## config.mk

```make
export PLATFORM = sky130hd
export DESIGN_NAME = wildcard_glob_matcher_flat
export DESIGN_NICKNAME = d
export VERILOG_FILES = /design/src/hw/rtl/wgm_pkg.sv /design/src/hw/rtl/wgm_if.sv /design/src/hw/rtl/wgm_cell.sv /design/src/hw/rtl/wildcard_glob_matcher.sv /design/src/flat_wrapper.sv
export SDC_FILE = /design/constraint.sdc
export NUM_CORES = 1
export LEC_CHECK = 0
export BUFFER_PORTS_ARGS = -buffer_cell sky130_fd_sc_hd__buf_4
export CORE_MARGIN = 2
export CORE_UTILIZATION = 25
export DETAILED_ROUTE_END_ITERATION = 8
export PLACE_DENSITY = 0.42
export SYNTH_ARGS = -nofsm -noshare
export SYNTH_HDL_FRONTEND = slang
export SYNTH_SLANG_ARGS = --single-unit
export TNS_END_PERCENT = 30
```

## constraint.sdc

```tcl
create_clock -name clk -period 6.46 [get_ports clk]
set_input_delay 1.938 -clock clk [delete_from_list [all_inputs] [get_ports clk]]
set_output_delay 1.938 -clock clk [all_outputs]
set_load 0.01 [all_outputs]
```

## src/hw/rtl/wgm_pkg.sv

```systemverilog
// ----------------------------------------------------------------------------
// wgm_pkg
// Shared types and constants for the wildcard glob matcher.
// ----------------------------------------------------------------------------
`default_nettype none

package wgm_pkg;

  localparam int PATTERN_CHARS_DEF = 64;

  localparam logic [7:0] STAR_BYTE  = 8'h2A;
  localparam logic [7:0] QMARK_BYTE = 8'h3F;

  typedef enum logic [1:0] {
    OP_CLEAR  = 2'd0,
    OP_APPEND = 2'd1,
    OP_TEXT   = 2'd2,
    OP_EMPTY  = 2'd3
  } wgm_op_t;

  // Per-cycle control broadcast to every cell
  typedef struct packed {
    logic       restart;
    logic       step;
    logic       wr;
    logic [7:0] data;
  } wgm_ctl_t;

endpackage

`default_nettype wire

```

## src/hw/rtl/wgm_if.sv

```systemverilog
// ----------------------------------------------------------------------------
// wgm_if
// Valid/ready channels of the glob matcher: command beats in, results out.
// ----------------------------------------------------------------------------
`default_nettype none

interface wgm_in_if;
  logic       valid;
  logic       ready;
  logic [1:0] opcode;
  logic [7:0] byte_value;
  logic       last_byte;

  modport source (output valid, output opcode, output byte_value, output last_byte,
                  input ready);
  modport sink   (input valid, input opcode, input byte_value, input last_byte,
                  output ready);
endinterface

interface wgm_out_if;
  logic valid;
  logic ready;
  logic matched;
  logic truncated;

  modport source (output valid, output matched, output truncated, input ready);
  modport sink   (input valid, input matched, input truncated, output ready);
endinterface

`default_nettype wire

```

## src/hw/rtl/wgm_cell.sv

```systemverilog
// ----------------------------------------------------------------------------
// wgm_cell
// One pattern position: holds its pattern byte and its active bit, and
// hands a match forward to the next position on every text byte.
// ----------------------------------------------------------------------------
`default_nettype none

module wgm_cell #(
  parameter int IDX = 0,
  parameter int LW  = 7
) (
  input  logic                clk,
  input  logic                rst_n,
  input  wgm_pkg::wgm_ctl_t   ctl,
  input  logic [LW-1:0]       clen,
  input  logic                prev_act,
  input  logic                prev_star,
  input  logic                prev_fwd,
  input  logic                prev_actn,
  output logic                act,
  output logic                star,
  output logic                fwd,
  output logic                actn,
  output logic                hit
);
  import wgm_pkg::*;

  localparam logic [LW-1:0] IDX_L = LW'(IDX);

  logic [7:0] pat_r;
  logic       act_r;
  logic       act_nxt;
  logic       valid;
  logic       closed;
  logic       closed_n;

  always_ff @(posedge clk) begin
    if (ctl.wr && clen == IDX_L) begin
      pat_r <= ctl.data;
    end
  end

  always_comb begin
    valid    = IDX_L < clen;
    star     = valid && (pat_r == STAR_BYTE);
    closed   = act_r || (prev_act && prev_star);
    fwd      = closed && valid && !star &&
               ((pat_r == QMARK_BYTE) || (pat_r == ctl.data));
    actn     = (closed && star) || prev_fwd;
    closed_n = actn || (prev_actn && prev_star);
    hit      = closed_n && (clen == IDX_L);
    act      = act_r;
    if (ctl.restart) begin
      act_nxt = (IDX == 0);
    end else if (ctl.step) begin
      act_nxt = actn;
    end else begin
      act_nxt = act_r;
    end
  end

  always_ff @(posedge clk) begin
    if (!rst_n) begin
      act_r <= (IDX == 0);
    end else begin
      act_r <= act_nxt;
    end
  end

endmodule

`default_nettype wire

```

## src/hw/rtl/wildcard_glob_matcher.sv

```systemverilog
// ----------------------------------------------------------------------------
// wildcard_glob_matcher
// Glob matcher ('*' any run, '?' any byte) over a row of position cells.
// ----------------------------------------------------------------------------
//   channel | dir | beat contents
//   in_ch   | in  | opcode, byte_value, last_byte
//   out_ch  | out | matched, truncated
//
// One beat per cycle, every opcode, unless a stalled result holds in_ch off; a result appears the cycle after its beat.
// All pattern positions update together, so the rate does not depend on the pattern length.
// Runs of '*' are folded to one on load, so star closure spans one cell.
// Reset leaves an empty pattern; pattern bytes need no clearing.
// A stalled result holds in_ch off only while out_ch is not ready.
// ----------------------------------------------------------------------------
`default_nettype none

module wildcard_glob_matcher #(
  parameter int PATTERN_CHARS = wgm_pkg::PATTERN_CHARS_DEF
) (
  input  logic      clk,
  input  logic      rst_n,
  wgm_in_if.sink    in_ch,
  wgm_out_if.source out_ch
);
  import wgm_pkg::*;

  localparam int            N  = PATTERN_CHARS;
  localparam int            LW = $clog2(N + 1);
  localparam logic [LW-1:0] N_L = LW'(N);

  logic [LW-1:0] raw_len_r, raw_len_nxt;
  logic [LW-1:0] clen_r, clen_nxt;
  logic          last_star_r, last_star_nxt;
  logic          ovf_r, ovf_nxt;
  logic          out_valid_r, out_valid_nxt;
  logic          matched_r, matched_nxt;
  logic          trunc_r, trunc_nxt;

  wgm_ctl_t ctl;
  wgm_op_t  op;
  logic     accept;
  logic     emit;
  logic     end_hit;
  logic     text_match;
  logic     is_star;

  logic [N-1:0] act_w, star_w, fwd_w, actn_w, hit_w;

  genvar g;
  generate
    for (g = 0; g < N; g++) begin : g_cell
      if (g == 0) begin : g_first
        wgm_cell #(.IDX(g), .LW(LW)) u_cell (
          .clk(clk), .rst_n(rst_n), .ctl(ctl), .clen(clen_r),
          .prev_act(1'b0), .prev_star(1'b0), .prev_fwd(1'b0), .prev_actn(1'b0),
          .act(act_w[g]), .star(star_w[g]), .fwd(fwd_w[g]),
          .actn(actn_w[g]), .hit(hit_w[g])
        );
      end else begin : g_rest
        wgm_cell #(.IDX(g), .LW(LW)) u_cell (
          .clk(clk), .rst_n(rst_n), .ctl(ctl), .clen(clen_r),
          .prev_act(act_w[g-1]), .prev_star(star_w[g-1]),
          .prev_fwd(fwd_w[g-1]), .prev_actn(actn_w[g-1]),
          .act(act_w[g]), .star(star_w[g]), .fwd(fwd_w[g]),
          .actn(actn_w[g]), .hit(hit_w[g])
        );
      end
    end
  endgenerate

  assign in_ch.ready = !out_valid_r || out_ch.ready;
  assign accept      = in_ch.valid && in_ch.ready;
  assign op          = wgm_op_t'(in_ch.opcode);
  assign is_star     = (in_ch.byte_value == STAR_BYTE);

  // Final position: reached from the last cell, or by closure over a trailing star
  assign end_hit    = (fwd_w[N-1] || (actn_w[N-1] && star_w[N-1])) && (clen_r == N_L);
  assign text_match = (|hit_w) || end_hit;

  always_comb begin
    ctl           = '0;
    ctl.data      = in_ch.byte_value;
    raw_len_nxt   = raw_len_r;
    clen_nxt      = clen_r;
    last_star_nxt = last_star_r;
    ovf_nxt       = ovf_r;
    emit          = 1'b0;
    matched_nxt   = matched_r;
    trunc_nxt     = trunc_r;
    if (accept) begin
      case (op)
        OP_CLEAR: begin
          ctl.restart   = 1'b1;
          raw_len_nxt   = '0;
          clen_nxt      = '0;
          last_star_nxt = 1'b0;
          ovf_nxt       = 1'b0;
        end
        OP_APPEND: begin
          ctl.restart = 1'b1;
          if (raw_len_r < N_L) begin
            raw_len_nxt   = LW'(raw_len_r + 1'b1);
            last_star_nxt = is_star;
            if (!(is_star && last_star_r)) begin
              ctl.wr   = 1'b1;
              clen_nxt = LW'(clen_r + 1'b1);
            end
          end else begin
            ovf_nxt = 1'b1;
          end
        end
        OP_TEXT: begin
          ctl.step = 1'b1;
          if (in_ch.last_byte) begin
            ctl.restart = 1'b1;
            emit        = 1'b1;
            matched_nxt = text_match;
            trunc_nxt   = ovf_r;
          end
        end
        OP_EMPTY: begin
          ctl.restart = 1'b1;
          emit        = 1'b1;
          matched_nxt = (clen_r == '0) || ((clen_r == LW'(1)) && star_w[0]);
          trunc_nxt   = ovf_r;
        end
        default: begin
          ctl.restart = 1'b1;
        end
      endcase
    end
    if (emit) begin
      out_valid_nxt = 1'b1;
    end else if (out_ch.ready) begin
      out_valid_nxt = 1'b0;
    end else begin
      out_valid_nxt = out_valid_r;
    end
  end

  always_ff @(posedge clk) begin
    if (!rst_n) begin
      raw_len_r   <= '0;
      clen_r      <= '0;
      last_star_r <= 1'b0;
      ovf_r       <= 1'b0;
      out_valid_r <= 1'b0;
    end else begin
      raw_len_r   <= raw_len_nxt;
      clen_r      <= clen_nxt;
      last_star_r <= last_star_nxt;
      ovf_r       <= ovf_nxt;
      out_valid_r <= out_valid_nxt;
    end
  end

  always_ff @(posedge clk) begin
    matched_r <= matched_nxt;
    trunc_r   <= trunc_nxt;
  end

  assign out_ch.valid     = out_valid_r;
  assign out_ch.matched   = matched_r;
  assign out_ch.truncated = trunc_r;

endmodule

`default_nettype wire

```

## src/flat_wrapper.sv

```systemverilog
// flat-port wrapper written by rule: the top's interface ports become plain ports
module wildcard_glob_matcher_flat import wgm_pkg::*;
#(
  parameter int PATTERN_CHARS = wgm_pkg::PATTERN_CHARS_DEF
)
  (clk, rst_n, in_ch_valid, in_ch_opcode, in_ch_byte_value, in_ch_last_byte, in_ch_ready, out_ch_valid, out_ch_matched, out_ch_truncated, out_ch_ready);
  wgm_in_if in_ch_i ();
  wgm_out_if out_ch_i ();
  input  logic clk;
  input  logic rst_n;
  input wire logic [$bits(in_ch_i.valid)-1:0] in_ch_valid;
  input wire logic [$bits(in_ch_i.opcode)-1:0] in_ch_opcode;
  input wire logic [$bits(in_ch_i.byte_value)-1:0] in_ch_byte_value;
  input wire logic [$bits(in_ch_i.last_byte)-1:0] in_ch_last_byte;
  output wire logic [$bits(in_ch_i.ready)-1:0] in_ch_ready;
  output wire logic [$bits(out_ch_i.valid)-1:0] out_ch_valid;
  output wire logic [$bits(out_ch_i.matched)-1:0] out_ch_matched;
  output wire logic [$bits(out_ch_i.truncated)-1:0] out_ch_truncated;
  input wire logic [$bits(out_ch_i.ready)-1:0] out_ch_ready;
  assign in_ch_i.valid = in_ch_valid;
  assign in_ch_i.opcode = in_ch_opcode;
  assign in_ch_i.byte_value = in_ch_byte_value;
  assign in_ch_i.last_byte = in_ch_last_byte;
  assign in_ch_ready = in_ch_i.ready;
  assign out_ch_valid = out_ch_i.valid;
  assign out_ch_matched = out_ch_i.matched;
  assign out_ch_truncated = out_ch_i.truncated;
  assign out_ch_i.ready = out_ch_ready;
  wildcard_glob_matcher #(.PATTERN_CHARS(PATTERN_CHARS)) u_core (.clk(clk), .rst_n(rst_n), .in_ch(in_ch_i), .out_ch(out_ch_i));
endmodule
```

==> impl_metrics.toml <==
[drt]
route.detailed.drc = 0
ant_nets = 0
firstDrtPassIters = 6
routed_wl_mm = 105
wl_per_cell_um = 22.6
vias_per_cell = 5.03
vias = 23400
drt_iter0_drc = 2116

[setup_path]
rr_worst_depth = 11
worst-path-max-fanout = 59
path_buf_inv = 3
endpoint_kind = "flip-flop"
worstPathRequired_ns = 6.85
cp-start-kind = "input port"
worstPathArrival_ns = 5.29
path_cells = "buf_6 > nor4bb_1 > and3_1 > a21boi_0 > and2_1 > buf_4 > nand2_1 > nor2_1 > buf_4"
cp_num_cells = 9
r2r-start = "u_core.clen_r[1]$_SDFFE_PN0P_"
cp_top_family = "simple AND/OR/NAND/NOR gates"
crit_top_cell = "buf_4"
crit_path_max_incr_delay_ns = 0.83
criticalPathCategory = "input port to flip-flop"
slowest_stage = "nor4bb_1"
crit_start = "in_ch_byte_value[3]"

[clocking]
post-cts-setup-buffer-count = 0
cts_tree = "built"
h-tree-depth = 3
cts-root-buf = "clkbuf_16"
cts_max_path_buffers = 3
cts-buffers-inserted = 73
cts_resized = 0
holdBufCountCts = 0
cts.sinks = 595
clk_pin_slew_worst_paths_ns = 0.06
worstSkewPairLatency_ns = 0.65

[yosys]
synth_compound_area_share_pct = 9.88
yosys_warnings = 0
synth_xor_area_share_pct = 14.4
synth_simple_gate_area_share_pct = 18.5
synthCells = 2834
seq_area_frac_synth_pct = 54.1
synthMuxAreaShare_pct = 0.127
netlist_area_um2 = 31500
ys_seq_elements = 595
synth_top_family_by_area = "simple AND/OR/NAND/NOR gates"
ys_types = 93
synth-edff-count = 514
synth_nets = 2854
avgSynthCellArea_um2 = 11.1
ys.flop_type = "edfxtp_1"
synth-async-reset-ratio_pct = 0
synthAdderAreaFrac_pct = 0.198

[cells_and_area]
multi_input_area_um2 = 13600
fin_nets = 2961
seqCellArea_um2 = 17100
antenna_cells = 0
drive_above_1_share_pct = 10.1
layout-area-overhead-vs-synth_pct = 16.3
nFillCells = 12900

[timing]
maxSlewViolCount = 0
finalSetupViolations = 0
relSlewSlack_pct = 15.7
fmax_mhz = 204
setup_tns_ns = 0
tightest_slew_ns = 1.25
layout_setup_ws_ns = 1.56
hold_viol = 0
fin_worst_skew_ns = 0.0244
period_share_pct = 75.9
fin_crit_ns = 4.90
grt_setup_unrepaired = "no"

[floorplan]
die_y_um = 359
rows = 130
fp.dieW_um = 359
initial_utilization_pct = 25.2
core_um2 = 125000
dieArea_um2 = 129000
ios = 19

[job]
max-cap-violations = 0

[worst_hold_path]
hp-start = "u_core.ovf_r$_SDFFE_PN0P_"
hold_path_class = "flip-flop to flip-flop"
hold_depth = 0

[global_routing]
grt_pass1_vias = 23000
grt_pass1_wl_mm = 156
gr-total-overflow = 0
grt_max_degree = 65
grt_antenna_before_repair = 5
track_usage_pct = 15.9

[placed_design]
portBuffers = 18
dp_hpwl_mm = 74.6
gp_congestion = 0.967
dp_slack_ns = 0.925

[status]
status = "finished, final reports clean"

[pwr]
p_per_area_nw_per_um2 = 243
total_power_mw = 8.90
vdd_drop_max_v = 0.000162
leakagePower_nw = 11.0
[layout make-up]
type                    count  area share (%)
multi-input cells        2072            37.2
repair buffers            156            3.58
clock inverters            36            1.09
inverters                  43           0.440
well taps                1650            5.62
clock buffers              99            5.62
flip-flops and latches    595            46.5
[power breakdown]
| group | total, mW | switching [mW] | leakage (nW) | internal (mW) |
|---|---|---|---|---|
| logic | 0.457 | 0.292 | 4.52 | 0.165 |
| clock network | 4.26 | 1.66 | 1.20 | 2.59 |
| registers | 4.19 | 0.0105 | 5.28 | 4.18 |
| total | 8.90 | 1.96 | 11.0 | 6.94 |
[through the flow]
stage | hold WS [ns] | std cells | utilization (%) | cell area [um^2]
finish | 0.445 | 4651 | 29.3 | 36700
global route | 0.475 | 4651 | 29.3 | 36700
CTS | 0.452 | 4651 | 29.3 | 36700
detailed placement | 0.436 | 4516 | 27.3 | 34200
global placement | 0.423 | 4516 | 27.3 | 34200
floorplan | 0.409 | 2834 | - | 31500
[final timing paths]
check                           slack, ns                                                end
worst max-delay path                 1.56  u_core.g_cell[6].g_rest.u_cell.pat_r[5]$_DFFE_PP_
worst min-delay path                 0.45                  u_core.out_ch.truncated$_DFFE_PP_
worst max register to register       2.19                    u_core.out_ch.matched$_DFFE_PP_
worst min register to register       0.45                  u_core.out_ch.truncated$_DFFE_PP_
[cell usage in the layout, fill, tap and decap left out, drive strengths merged, types with 21 or more instances in the layout]
cell    instances
buf           156
clkinv         26
and3           45
a21oi          89
nor3          110
clkbuf         99
nor2          276
inv            43
and2           21
nand4         139
nand2         129
dfxtp          81
xnor2         378
a31oi          22
o21ai          85
nor4           67
a211oi         53
nand2b         23
or4            22
or3            36
xor2          141
nand3         109
edfxtp        514
[Yosys cell counts (all sizes together), types with 15 or more instances]
| cell type | count | area [um^2] |
|---|---|---|
| o22ai | 17 | 106 |
| nor4 | 67 | 434 |
| xor2 | 141 | 1230 |
| a31oi | 22 | 138 |
| or4 | 22 | 165 |
| or3 | 36 | 225 |
| and3 | 45 | 287 |
| nand2b | 23 | 144 |
| nand3 | 109 | 546 |
| o21ai | 85 | 429 |
| a211oi | 53 | 398 |
| clkbuf | 38 | 143 |
| inv | 42 | 158 |
| o31ai | 15 | 113 |
| dfxtp | 81 | 1620 |
| nand2 | 129 | 484 |
| a21oi | 89 | 445 |
| nor2 | 276 | 1040 |
| nor2b | 20 | 125 |
| nor3 | 110 | 551 |
| nand4 | 139 | 870 |
| xnor2 | 378 | 3310 |
| buf | 86 | 577 |
| edfxtp | 514 | 15400 |
| and2 | 21 | 131 |
| a22oi | 15 | 113 |
[logic make-up after synthesis]
family          after synthesis
mux                           4
xor+xnor                    519
compound gates              450
flops                       595
buf+inv                     167
simple gates               1094
fa+ha+maj                     5
[routing by layer]
metal  vias up  wire length [um]  global-route usage [%]
met5         -                27                       0
met4         4              3130                    5.29
met3       174              5760                    2.80
met2       698             45900                    24.5
met1     11600             50300                    22.5
li1      10900                 -                       -
[registers in the layout (all words and copies together) (netlist names)]
name and count:
u_core.g_cell.g_first.u_cell.pat_r 8, u_core.out_ch.matched 1, u_core.clen_r 7, u_core.out_ch.valid 1, u_core.g_cell.g_rest.u_cell.pat_r 504, u_core.last_star_r 1
u_core.g_cell.g_rest.u_cell.act 63, u_core.raw_len_r 7, u_core.g_cell.g_first.u_cell.act 1, u_core.out_ch.truncated 1, u_core.ovf_r 1
(Power assumes the default switching activity.)
